[src/c2dvn_pkg.sv]
`default_nettype none
package c2dvn_pkg;

  localparam int KMAX    = 5;
  localparam int WMAX    = 1024;
  localparam int HMAX    = 1024;

  localparam int PIX_W   = 16;
  localparam int COEF_W  = 8;
  localparam int PROD_W  = PIX_W + COEF_W;
  localparam int ACC_W   = 28;
  localparam int CSUM_W  = 13;
  localparam int NCOEF   = 25;
  localparam int COEF_BITS = NCOEF * COEF_W;

  localparam int DIM_W   = 11;
  localparam int KS_W    = 3;
  localparam int CFG_W   = 64;
  localparam int CIDX_W  = 3;

  localparam logic [CIDX_W-1:0] REG_WIDTH  = 3'd0;
  localparam logic [CIDX_W-1:0] REG_HEIGHT = 3'd1;
  localparam logic [CIDX_W-1:0] REG_KSIZE  = 3'd2;
  localparam logic [CIDX_W-1:0] REG_BANK0  = 3'd3;
  localparam logic [CIDX_W-1:0] REG_BANK1  = 3'd4;
  localparam logic [CIDX_W-1:0] REG_BANK2  = 3'd5;
  localparam logic [CIDX_W-1:0] REG_BANK3  = 3'd6;

  localparam int COL_W   = $clog2(WMAX);
  localparam int ROW_W   = $clog2(HMAX);
  localparam int SLOT_W  = $clog2(KMAX + 1);
  localparam int IDX_W   = $clog2(KMAX * KMAX + 1);

  typedef logic signed [PIX_W-1:0] pix_t;
  typedef pix_t [KMAX-1:0] column_t;

  typedef struct packed {
    logic                     shift;
    logic [SLOT_W-1:0]        slot;
    logic                     en;
    logic signed [COEF_W-1:0] coef;
  } cell_ctrl_t;

  // Coefficients past the last one in the banks read as zero.
  function automatic logic signed [COEF_W-1:0] coef_at(input logic [COEF_BITS-1:0] flat,
                                                       input logic [IDX_W-1:0] idx);
    logic signed [COEF_W-1:0] c;
    c = '0;
    if (int'(idx) < NCOEF) begin
      c = flat[int'(idx)*COEF_W +: COEF_W];
    end
    return c;
  endfunction

endpackage
`default_nettype wire

[src/c2dvn_cell.sv]
`default_nettype none
module c2dvn_cell (
  input  wire logic                   clk,
  input  wire c2dvn_pkg::cell_ctrl_t  ctrl,
  input  wire c2dvn_pkg::column_t     col_in,
  output c2dvn_pkg::column_t          col_out,
  output logic signed [c2dvn_pkg::PROD_W-1:0] prod
);
  import c2dvn_pkg::*;

  column_t col;

  // The column moves one place toward the older end on every pixel.
  always_ff @(posedge clk) begin
    if (ctrl.shift) begin
      col <= col_in;
    end
    if (ctrl.en) begin
      prod <= PROD_W'($signed(col[ctrl.slot]) * $signed(ctrl.coef));
    end else begin
      prod <= '0;
    end
  end

  assign col_out = col;

endmodule
`default_nettype wire

[config.mk]
export PLATFORM = sky130hd
export DESIGN_NAME = c2dvn_cell
export DESIGN_NICKNAME = d
export VERILOG_FILES = /design/src/c2dvn_pkg.sv /design/src/c2dvn_cell.sv
export SDC_FILE = /design/constraint.sdc
export NUM_CORES = 1
export LEC_CHECK = 0
export ABC_AREA = 1
export BUFFER_PORTS_ARGS = -buffer_cell sky130_fd_sc_hd__buf_2
export CAP_MARGIN = 25
export CORE_ASPECT_RATIO = 2
export CORE_MARGIN = 5
export CORE_UTILIZATION = 35
export DETAILED_ROUTE_END_ITERATION = 8
export GPL_ROUTABILITY_DRIVEN = 1
export GPL_TIMING_DRIVEN = 0
export PLACE_DENSITY_LB_ADDON = 0.05
export SYNTH_ARGS = -nofsm -noshare
export SYNTH_HDL_FRONTEND = slang
export SYNTH_SLANG_ARGS = --single-unit
export TNS_END_PERCENT = 5
[constraint.sdc]
create_clock -name clk -period 13.5 [get_ports clk]
set_input_delay 4.05 -clock clk [delete_from_list [all_inputs] [get_ports clk]]
set_output_delay 4.05 -clock clk [all_outputs]
set_load 0.005 [all_outputs]
# After elaboration in Yosys (flattened, before gate mapping)
# Cells that the tools add are included.
# W data, S select, Z words.
# op_classes
mux,2
n_lt_le_gt_ge,1
multipliers,1
# op_table
cell,count
$bmux W16 S3,1
$mul A16 B8 Y24,1
$mux W16,1
$lt A3 B4 Y1 const B,1
# totals
output_inout_bits,104
input_bits,94
wordCells,10
regBits,104

# Depth between registers and ports, before layout
# logic_depth
ltp_word,3
ltp_mapped,29
mapped_depth_nobuf,28

# Worst setup path before layout
# Ideal clock, no wire load.
# synth_path
path_type,input port to flip-flop
start,input ctrl[10] in the netlist's numbering
end,register prod[23] in the netlist's numbering
setup_ns,0.110
path_buffers,1
required_ns,13.390
cell_stages,23
t_arrival_ns,8.023
slack_ns,5.367
path_cell_list,inv_1 -> buf_2 -> nand3_1 -> nand3_1 -> nand2_1 -> inv_2 -> nor2_2 -> inv_1 -> fa_1 -> inv_1 -> fa_1 -> inv_1 -> fa_1 -> inv_1 -> fa_1 -> ha_1 -> nand2_1 -> nor3_1 -> nand3_1 -> nand3_1 -> nand2_1 -> inv_1 -> nor2_1
# synth_between
elab_chain_cells,3
# synth_rtl
element,line,text
start: declaration,c2dvn_cell.sv:4,"input wire c2dvn_pkg::cell_ctrl_t ctrl,"
$bmux W16 S3,c2dvn_cell.sv:19,prod <= PROD_W'($signed(col[ctrl.slot]) * $signed(ctrl.coef));
$mux W16 (implied by the code),c2dvn_cell.sv:19,
$mul A16 B8 Y24,c2dvn_cell.sv:19,
end signal: assignment,c2dvn_cell.sv:19,
end: declaration,c2dvn_cell.sv:7,output logic signed [c2dvn_pkg::PROD_W-1:0] prod
# Every way passes these cells. The select of a mux whose other input is x is not followed.
# A chain may end at the register's enable or synchronous reset.

# Worst setup path after layout
# layout_path
start,input ctrl[10] in the netlist's numbering
end,register prod[18] in the netlist's numbering
# Same word-level chain as after synthesis.

==> run metrics <==
Mapped Cells=around 950; Pleak=a little over 5 nW; grt ovf=0; met1 GRT Util=18.1%; Least-Margin Pin Slew=about 0.7 ns; GR Util met2=40.6%; Top-Level Pins=198; Post-Syn Nets=approximately 1200; Die Ht=approximately 230 um; crit end category=flip-flop; CTS H-tree lvls=3; initial antenna violation count=4; Yosys top cell area share=between 20 and 30%; Final Setup Violations=0; crit path kind=in -> reg; crit-path max cell delay=approximately 0.52 ns; Critical Path Source Type=input port; warnings from Yosys=0; final setup TNS=0 ns; Post-CTS Setup Bufs=0; Worst slew margin=53.2%; final net count=about 1400; hpwl dp=between 20 and 25 mm; clk root buf=clkbuf_16; Slowest-stage cell, CP=fa_1; complex-gate fraction of the synthesized area=under 10%; HP Start=col_out[64]; DRT Pass-1 Iters=6; Die Width=about 120 um; grt met3 use=roughly 5.6%; CP cell instances=buf_2, inv_1, buf_2, a21oi_1, o21ai_0, nand3_1, nand2_1, inv_1, nor2_1, fa_1, fa_1, fa_1, inv_1, fa_1, inv_1, ha_1, a21oi_1, inv_1, a21oi_1, o21ai_0, nand2_1, nand2_1, nor2_1; Max Cap Viol=0; GR peak layer=met2; CTS tree=built; RSZ-0062 raised after global routing=no; Hold Violations, Final=0; Hold EP=prod[0]; syn_area_per_cell=around 8.9 sq um; Final Slew Violations=0; post-synthesis adder-cell area fraction=between 30% and 40%; critical path fanouts, max=10; DR DRC count=0; Hold Crit Class=reg -> reg; area leader, netlist=edfxtp_1; Post-Route Skew=about 0.010 ns; # diodes=0; total global-route track usage=~20%; Synth-to-Final Area Change=19.7%; Mapped Area=roughly 8400 sq um; CTS max path bufs=2; Reg area=just under 3000 sq um; Worst EP required=around 14 ns; core area=approximately 24000 sq um; status=completed; vias in the first global route=roughly 7600; largest family of logic cells by synthesized area=adder cells; num rows=80; DR vias=about 6800; initial DRC count=between 200 and 250; Final Cycle Share=around 65%; Via density=roughly 4.7; Fin Hold WS=between 0.9 and 1 ns; R2R Setup Slk=roughly 8.5 ns; FF+latch count, synth=about 100; Initial Util=~35%; r2r endpoint=prod[18]; post_cts resized=0; reg2reg start=col_out[52]; antenna viol nets, final=0; hold depth=4; first-pass GRT wire length=roughly 42 mm; Multi-input gate area=between 4000 and 5000 sq um; Worst R2R Path Depth=23; synth top area cells=edfxtp_1 (28%), fa_1 (24%), inv_1 (8.8%); CTS buffer count=9; fill count=2558; peak supply drop=98.2 uV; die footprint=approximately 27000 sq um; largest net degree at the start of global routing=72; Clock Latency Late Sink=around 0.38 ns; wirelength, routed=26.8 mm; XOR/XNOR share of the synthesized area=less than 1%; synth unique cells=29; wire length per cell=around 19 um; multiplexer share of the synthesized area=0%; cell repeated most along the worst path=inv_1; CTS Hold Bufs=0; PD cells=166 nW/um^2; IO buf count=slightly below 200; Clock Sinks=roughly 100; Final min period=a little under 9 ns; crit path DAT=around 9.1 ns; Simple-Gate Fraction of Synth Area=17.8%; Placer Congestion=between 0.8 and 0.9; share of cells above drive strength 1=a little over a fifth; register area share after synthesis=between 30% and 40%; Worst-path clk slew=roughly 0.08 ns; fmax=~110 MHz
cell type report:
cell class              instances  area share [%]
inverters                     208            7.73
multi-input cells             615            46.2
plain buffers                  20            1.07
flip-flops and latches        104            28.5
clock buffers                   9            2.23
clock inverters                 7           0.644
repair buffers                198            10.1
well taps                     287            3.56
sequential cells by signal, indices dropped and copies added, names as in the netlist:
register	cells
col_out	80
prod	24
power by group:
group,internal (mW),switching [mW]
clock network,0.129,0.140
logic,0.355,0.638
registers,0.396,0.0158
total,0.880,0.794
how the worst max path moves through the flow:
stage	slack, ns	end	from	depth (start not counted)
after floorplan	5.37	prod[23]	ctrl[10]	23
after global placement	4.30	prod[18]	ctrl[10]	26
after detailed placement	4.30	prod[18]	ctrl[10]	26
after CTS	4.72	prod[18]	ctrl[10]	26
after global routing	4.45	prod[18]	ctrl[10]	23
final	4.75	prod[18]	ctrl[10]	23
logic make-up (layout without fill, tap and decap cells):
logic type	after synthesis	in the layout
flip-flops	104	104
XOR/XNOR	3	3
AO/OA/AOI/OAI	100	100
buffers and inverters	228	442
adder cells (fa/ha/maj)	148	148
AND/OR/NAND/NOR	364	364
cells in the mapped netlist:
cell and instances:
inv_1 198, o21ai_0 23, nor2_1 113, nand4_1 3, clkbuf_1 11, inv_2 9, nor3_1 2, nand3_1 44
xnor2_1 2, buf_2 5, a21oi_1 67, o21a_1 2, and2_1 3, nand3_2 5, clkinv_1 1, xor2_1 1
nand3b_1 1, nor2_2 3, edfxtp_1 80, o21bai_1 2, nor3_4 1, nand2_1 186, buf_6 3, nand2_2 3
ha_1 45, o21ai_1 6, fa_1 103, buf_4 1, dfxtp_1 24
stage by stage:
| step | setup WS, ns | instances | power [mW] | instance area (sq um) | utilization, % |
|---|---|---|---|---|---|
| final | 4.75 | 1448 | 1.67 | 10100 | 42.4 |
| after global routing | 4.45 | 1448 | 1.86 | 10100 | 42.4 |
| after CTS | 4.72 | 1448 | 1.70 | 10100 | 42.4 |
| after detailed placement | 4.30 | 1432 | 1.42 | 9810 | 41.2 |
| after global placement | 4.30 | 1431 | 1.41 | 9780 | 41.1 |
| after floorplan | 5.37 | 947 | 1.11 | 8430 | - |
cell usage in the layout, fill, tap and decap left out, drive strengths merged:
cell type and n:
nand3 49, inv 209, fa 103, nand4 3
clkinvlp 3, nand2 189, xnor2 2, ha 45
a21oi 67, nor2 116, and2 3, xor2 1
buf 207, o21a 2, nor3 3, clkinv 3
edfxtp 80, dfxtp 24, o21bai 2, clkbuf 20
nand3b 1, o21ai 29
worst max-delay path, delay by kind of cell:
family / cells / cell delay (ns)
simple gates: 6 / 0.78
compound gates: 5 / 0.99
fa+ha+maj: 5 / 2.30
buf+inv: 7 / 0.93
routing by layer:
layer	routed length, um	vias up	part of all wire [%]
met1	8250	3219	31
met2	15500	229	58
met3	1760	59	6.6
li1	-	3336	-
met4	1240	6	4.6
met5	22	-	0.082
Power figures use the tool's default switching activity.
