$ cat src/c2dvn_pkg.sv
`default_nettype none
package c2dvn_pkg;

  localparam int KMAX    = 5;
  localparam int WMAX    = 1024;
  localparam int HMAX    = 1024;

  localparam int PIX_W   = 16;
  localparam int COEF_W  = 8;
  localparam int PROD_W  = PIX_W + COEF_W;
  localparam int ACC_W   = 28;
  localparam int CSUM_W  = 13;
  localparam int NCOEF   = 25;
  localparam int COEF_BITS = NCOEF * COEF_W;

  localparam int DIM_W   = 11;
  localparam int KS_W    = 3;
  localparam int CFG_W   = 64;
  localparam int CIDX_W  = 3;

  localparam logic [CIDX_W-1:0] REG_WIDTH  = 3'd0;
  localparam logic [CIDX_W-1:0] REG_HEIGHT = 3'd1;
  localparam logic [CIDX_W-1:0] REG_KSIZE  = 3'd2;
  localparam logic [CIDX_W-1:0] REG_BANK0  = 3'd3;
  localparam logic [CIDX_W-1:0] REG_BANK1  = 3'd4;
  localparam logic [CIDX_W-1:0] REG_BANK2  = 3'd5;
  localparam logic [CIDX_W-1:0] REG_BANK3  = 3'd6;

  localparam int COL_W   = $clog2(WMAX);
  localparam int ROW_W   = $clog2(HMAX);
  localparam int SLOT_W  = $clog2(KMAX + 1);
  localparam int IDX_W   = $clog2(KMAX * KMAX + 1);

  typedef logic signed [PIX_W-1:0] pix_t;
  typedef pix_t [KMAX-1:0] column_t;

  typedef struct packed {
    logic                     shift;
    logic [SLOT_W-1:0]        slot;
    logic                     en;
    logic signed [COEF_W-1:0] coef;
  } cell_ctrl_t;

  // Coefficients past the last one in the banks read as zero.
  function automatic logic signed [COEF_W-1:0] coef_at(input logic [COEF_BITS-1:0] flat,
                                                       input logic [IDX_W-1:0] idx);
    logic signed [COEF_W-1:0] c;
    c = '0;
    if (int'(idx) < NCOEF) begin
      c = flat[int'(idx)*COEF_W +: COEF_W];
    end
    return c;
  endfunction

endpackage
`default_nettype wire

$ cat src/c2dvn_div.sv
`default_nettype none
module c2dvn_div (
  input  wire logic                               clk,
  input  wire logic                               rst,
  input  wire logic                               start,
  input  wire logic signed [c2dvn_pkg::ACC_W-1:0]  dividend,
  input  wire logic signed [c2dvn_pkg::CSUM_W-1:0] divisor,
  output logic signed [c2dvn_pkg::ACC_W-1:0]       quotient,
  output logic                                    done
);
  import c2dvn_pkg::*;

  localparam int CNT_W = $clog2(ACC_W + 1);

  logic               busy;
  logic [CNT_W-1:0]   cnt;
  logic [ACC_W-1:0]   num;
  logic [ACC_W-1:0]   q;
  logic [CSUM_W-1:0]  rem;
  logic [CSUM_W-1:0]  den;
  logic               neg;
  logic [CSUM_W:0]    trial;
  logic               qbit;

  always_comb begin
    trial = {rem, num[ACC_W-1]};
    qbit  = (trial >= {1'b0, den});
  end

  // Restoring division on magnitudes, one quotient bit per cycle.
  always_ff @(posedge clk) begin
    if (rst) begin
      busy <= 1'b0;
      done <= 1'b0;
      cnt  <= '0;
    end else begin
      done <= 1'b0;
      if (start) begin
        busy <= 1'b1;
        cnt  <= CNT_W'(ACC_W);
      end else if (busy) begin
        cnt <= cnt - 1'b1;
        if (cnt == CNT_W'(1)) begin
          busy <= 1'b0;
          done <= 1'b1;
        end
      end
    end
  end

  always_ff @(posedge clk) begin
    if (start) begin
      num <= dividend[ACC_W-1] ? ACC_W'(-dividend) : ACC_W'(dividend);
      den <= divisor[CSUM_W-1] ? CSUM_W'(-divisor) : CSUM_W'(divisor);
      neg <= dividend[ACC_W-1] ^ divisor[CSUM_W-1];
      rem <= '0;
      q   <= '0;
    end else if (busy) begin
      num <= {num[ACC_W-2:0], 1'b0};
      q   <= {q[ACC_W-2:0], qbit};
      if (qbit) begin
        rem <= CSUM_W'(trial - {1'b0, den});
      end else begin
        rem <= CSUM_W'(trial);
      end
    end
  end

  assign quotient = neg ? ACC_W'(-$signed(q)) : $signed(q);

endmodule
`default_nettype wire

$ cat config.mk
export PLATFORM = sky130hd
export DESIGN_NAME = c2dvn_div
export DESIGN_NICKNAME = d
export VERILOG_FILES = /design/src/c2dvn_pkg.sv /design/src/c2dvn_div.sv
export SDC_FILE = /design/constraint.sdc
export NUM_CORES = 1
export LEC_CHECK = 0
export ABC_AREA = 1
export BUFFER_PORTS_ARGS = -buffer_cell sky130_fd_sc_hd__clkbuf_2
export CAP_MARGIN = 20
export CORE_MARGIN = 2
export CORE_UTILIZATION = 48
export DETAILED_ROUTE_END_ITERATION = 8
export HOLD_SLACK_MARGIN = 0.1
export PLACE_DENSITY = 0.7
export RECOVER_POWER = 25
export REMOVE_ABC_BUFFERS = 1
export SETUP_SLACK_MARGIN = 0.2
export SLEW_MARGIN = 15
export SYNTH_ARGS = -nofsm -noshare
export SYNTH_HDL_FRONTEND = slang
export SYNTH_SLANG_ARGS = --single-unit
$ cat constraint.sdc
create_clock -name clk -period 2.75 [get_ports clk]
set_input_delay 0.275 -clock clk [delete_from_list [all_inputs] [get_ports clk]]
set_output_delay 0.275 -clock clk [all_outputs]
set_load 0.01 [all_outputs]
---- Word-level counts from Yosys, hierarchy flattened ----
Cells that the tools add are included.
word-level totals
  output and inout bits ................... 29
  input port bits ......................... 44
  word-level logic and storage cells ...... 34
  register bits ........................... 90
cells by class
  $add $sub $neg .......................... 5
  order comparisons ....................... 1
  reductions and logical operators ........ 3
  mux-type cells .......................... 12
  bitwise logic cells ..................... 2
  equal/unequal tests ..................... 1
operators by type and width
  cell                                              number
  two-way mux 28 bit                                4
  negation 28 bit                                   2
  >= comparator 14 x 13 -> 1 bit                    1
  two-way mux 13 bit                                1
  negation 13 bit                                   1
  subtractor 13 bit                                 1
  two-way mux 12 bit                                1
  two-way mux 5 bit                                 2
  == test 5 x 1 -> 1 bit, second input constant     1
  subtractor 5 x 1 -> 5 bit, second input constant  1
  two-way mux 1 bit                                 4
  OR reduction 3 bit                                1
  nonzero test 2 bit                                1
  OR reduction 2 bit                                1
  NOT 1 bit                                         1
  bitwise XOR 1 bit                                 1

---- Longest topological paths before layout ----
  depth after elaboration ................. 4
  mapped depth ............................ 15
  mapped depth without buffers ............ 14

---- Worst setup path before layout ----
Ideal clock, no wire load.
  path type ............................... register -> register
  start point ............................. reg num[27]
  end point ............................... reg rem[11]
  setup time .............................. 0.113 ns
  period minus slack after synthesis ...... 2.007 ns
  arrival time ............................ 1.894 ns
  slack ................................... 0.743 ns
  buffers on the path ..................... 1
  stages on the path, launching flop included .. 15
  cell sequence ........................... edfxtp_1 > inv_1 > ha_1 > inv_1 > fa_1 > nand2_1 > nand2_1 > nand3_1 > nand2_1 > nand2_1 > nand3_2 > buf_6 > or2_1 > nand3_1 > nand2_1
on the way
  longest elaborated chain between the ends .. 2
  elaborated cells between the ends (all ways) .. 3
  those cells by class .................... add/sub (1); order compare (1); mux (1)
RTL lines
  element                                                              RTL line                          text
  from (decl)                                                          c2dvn_div.sv:17                   logic [ACC_W-1:0] num;
  from (signal assigned)                                               c2dvn_div.sv:53                   num <= dividend[ACC_W-1] ? ACC_W'(-dividend) : ACC_W'(dividend);
  from (signal assigned)                                               c2dvn_div.sv:59                   num <= {num[ACC_W-2:0], 1'b0};
  subtractor 13 bit or >= comparator 14 x 13 -> 1 bit (tied branches)  c2dvn_div.sv:62, c2dvn_div.sv:27
  two-way mux 13 bit (*)                                               c2dvn_div.sv:61                   if (qbit) begin
  to (signal assigned)                                                 c2dvn_div.sv:62                   rem <= CSUM_W'(trial - {1'b0, den});
  to (signal assigned)                                                 c2dvn_div.sv:64                   rem <= CSUM_W'(trial);
  to (decl)                                                            c2dvn_div.sv:19                   logic [CSUM_W-1:0] rem;
Every way passes the cells marked *; elsewhere a longest branch is shown, timed or not.
A chain may end at the register's enable or synchronous reset.

---- Final worst setup path ----
  start point ............................. reg q[0]
  end point ............................... out quotient[18] (netlist bit)
on the way
  longest elaborated chain between the ends .. 2
RTL lines
  element                 RTL line         text
  from (decl)             c2dvn_div.sv:18  logic [ACC_W-1:0] q;
  from (signal assigned)  c2dvn_div.sv:60  q <= {q[ACC_W-2:0], qbit};
  negation 28 bit         c2dvn_div.sv:69  assign quotient = neg ? ACC_W'(-$signed(q)) : $signed(q);
  two-way mux 28 bit      c2dvn_div.sv:69
  to (decl)               c2dvn_div.sv:8   output logic signed [c2dvn_pkg::ACC_W-1:0] quotient,
No other way between the ends.

==> impl_results.md <==
- Diodes inserted: 0
- Hold slack: 0.129 ns
- Worst Path Max Fanout: 5
- Max-slew violations: 0
- DRC violation count after routing: 0
- Max Cap Viol: 0
- Netlist cell types: 39
- PwrDens: 498 mW/mm^2
- Vias: 5201
- Multi-input gate area: 0.00303 mm^2
- FF+latch area: 0.00222 mm^2
- Grt ovf: 0
- Cell Area, Synth: 0.00580 mm^2
- Grt peak-use layer: met2
- Global routing usage on met1: 0.277
- Fill cells: 1190
- Initial Utilization: 0.487
- Ys Warns: 0
- Wire per inst: 12.5 um
- Post-DP HPWL: ~9500 um
- Chip Height: around 110 um
- Placed Area: 0.00627 mm^2
- Crit Path Class: register to output port
- CP startpoint kind: register
- Ys flop type: dfxtp_1
- Core area: roughly 0.012 mm^2
- Final Net Count: between 900 and 1000
- Cell row count: 40
- Relative slew slack: 0.239
- Area growth syn-to-layout: 13.4%
- Initial antenna violation count: 0
- Tcrit/Tclk final: 0.862
- Met3 Track Usage GR: 0.0574
- Final hold vios: 0
- Width of the chip: 114 um
- First-pass GRT wire length: 21200 um
- Clock skew: 0.00735 ns
- Most common cell in the netlist: nand2_1
- CTS Sinks: 90
- Num CTS Buffers: 9
- Area fraction of the dominant cell type after synthesis: 0.217
- Leading area contributor after synthesis: edfxtp_1
- Placed cell count: 998
- Post-synth EDFFs: 42
- Die area: 0.0130 mm^2
- Iter 0 DRT Violations: 257
- Post-route ant nets: 0
- Root buffer cell: clkbuf_16
- Power Total: 3270 uW
- Via density: 5.12
- Largest net degree at the start of global routing: 57
- Setup TNS: 0 ns
- CP endpoint kind: output port
- H-tree depth: 3
- WP data required: 2.48 ns
- Post-Layout Cell Count: 1016
- Fin area: 0.00658 mm^2
- Maximum VDD drop: approximately 0.25 mV
- CTS tree: done
- GRT Util Overall: 0.204
- Leakage: 0.00324 uW
- Clock Tree Buf Depth: 2
- Min-delay worst type: input pin to register
- Syn Inst Count: 797
- Ratio of cells with drive above 1 in the final layout: 0.139
- Outcome: finished clean
- Final setup fails: 0
- WP data arrival: 2.10 ns
- Worst-Margin Slew: 1.14 ns
- RePlAce Congestion: 0.871
- Worst skew pair latency: about 0.35 ns
- Port bufs: 72
- FFs w/ async S/R, synth: 0
- I/O pin cnt: 73
- M2 GR Usage: 0.317
- Vias in the first global route: between 4000 and 5000
- Synth top cells by count: nand2_1, inv_1, nor2_1
- Clock transition at path regs: about 0.07 ns
- Fmax: 422 MHz
- Register bit total from synthesis: 90
- Top cells by area, synth: edfxtp_1, dfxtp_1, nand2_1
- TritonRoute pass-1 iters: 4
- Final WL: 12700 um
- RSZ-0062 raised after global routing: no
- Tmin final: 2.37 ns
- Avg Cell Area, Syn: 7.28 um^2
- Register area share after synthesis: 0.383
[timing repair]
action | in CTS | in global routing
resized for setup | 0 | 2
setup buffers | 0 | 1
hold buffers | 0 | 0
endpoints found under the setup margin | 0 | 11
hold endpoints to repair | 0 | 0
[stage by stage]
| stage | setup slack, ns | util |
|---|---|---|
| 2_1_floorplan | 0.520 | - |
| 3_3_place_gp | 0.393 | 0.526 |
| 3_5_place_dp | 0.331 | 0.526 |
| 4_1_cts | 0.299 | 0.550 |
| 5_1_grt | 0.216 | 0.552 |
| 6_report | 0.379 | 0.552 |
[power by group]
part	internal [uW]	leakage [uW]	switching [uW]	total [uW]
combinational	193	0.00228	353	546
clock	667	0.000148	533	1200
sequential	1500	0.000810	31.5	1530
total	2360	0.00324	917	3270
[state kept, by name, indices dropped and copies added (netlist names)]
name and flops:
done 1, cnt 5, den 13, q 28, rem 13, busy 1, num 28, neg 1
[final timing paths]
kind / startpoint / endpoint / slack, ns / cells past startpoint
worst min-delay path: rst / cnt[4] / 0.13 / 2
worst max-delay path: q[0] / quotient[18] / 0.38 / 9
worst min register to register: cnt[4] / cnt[4] / 0.47 / 2
worst max register to register: num[27] / rem[6] / 0.45 / 15
[cells by family (layout without fill, tap and decap cells)]
group                      count (synthesis)  after routing  synth area share
AOI/OAI and AO/OA                         98             98             0.100
xor gates and xnor gates                  53             53            0.0800
adders and majority gates                 19             19            0.0423
buffers and inverters                    141            213            0.0969
DFF                                       90             90             0.383
and+or+nand+nor                          396            396             0.298
[critical path: stages (launching register included)]
cell and delay [ns]:
dfxtp_1 0.34, inv_1 0.11, ha_1 0.19, nand3_1 0.13, o21ai_2 0.24, nand2_2 0.13
nor2_4 0.16, o21ai_1 0.10, xor2_1 0.18, clkbuf_2 0.16
[final cells by class]
type | count | share of cell area
repair buffers | 80 | 0.0628
clock buffers | 11 | 0.0384
flip-flops and latches | 90 | 0.338
inverters | 117 | 0.0668
clock inverters | 5 | 0.00552
well taps | 147 | 0.0280
multi-input cells | 566 | 0.461
[cell usage in the layout, fill, tap and decap left out, types with 11 or more instances in the layout]
cell type / n
clkbuf_2: 65
dfxtp_1: 48
edfxtp_1: 42
ha_1: 18
inv_1: 106
nand2_1: 199
nand3_1: 66
nand4_1: 13
nor2_1: 75
nor3_1: 11
o21ai_0: 29
o22ai_1: 27
xor2_1: 44
[routing by layer]
| metal | wire (um) | part of all wire |
|---|---|---|
| met1 | 6220 | 0.49 |
| met2 | 5680 | 0.45 |
| met3 | 618 | 0.049 |
| met4 | 148 | 0.012 |
| met5 | 0 | 0 |
Power figures use the tool's default switching activity.
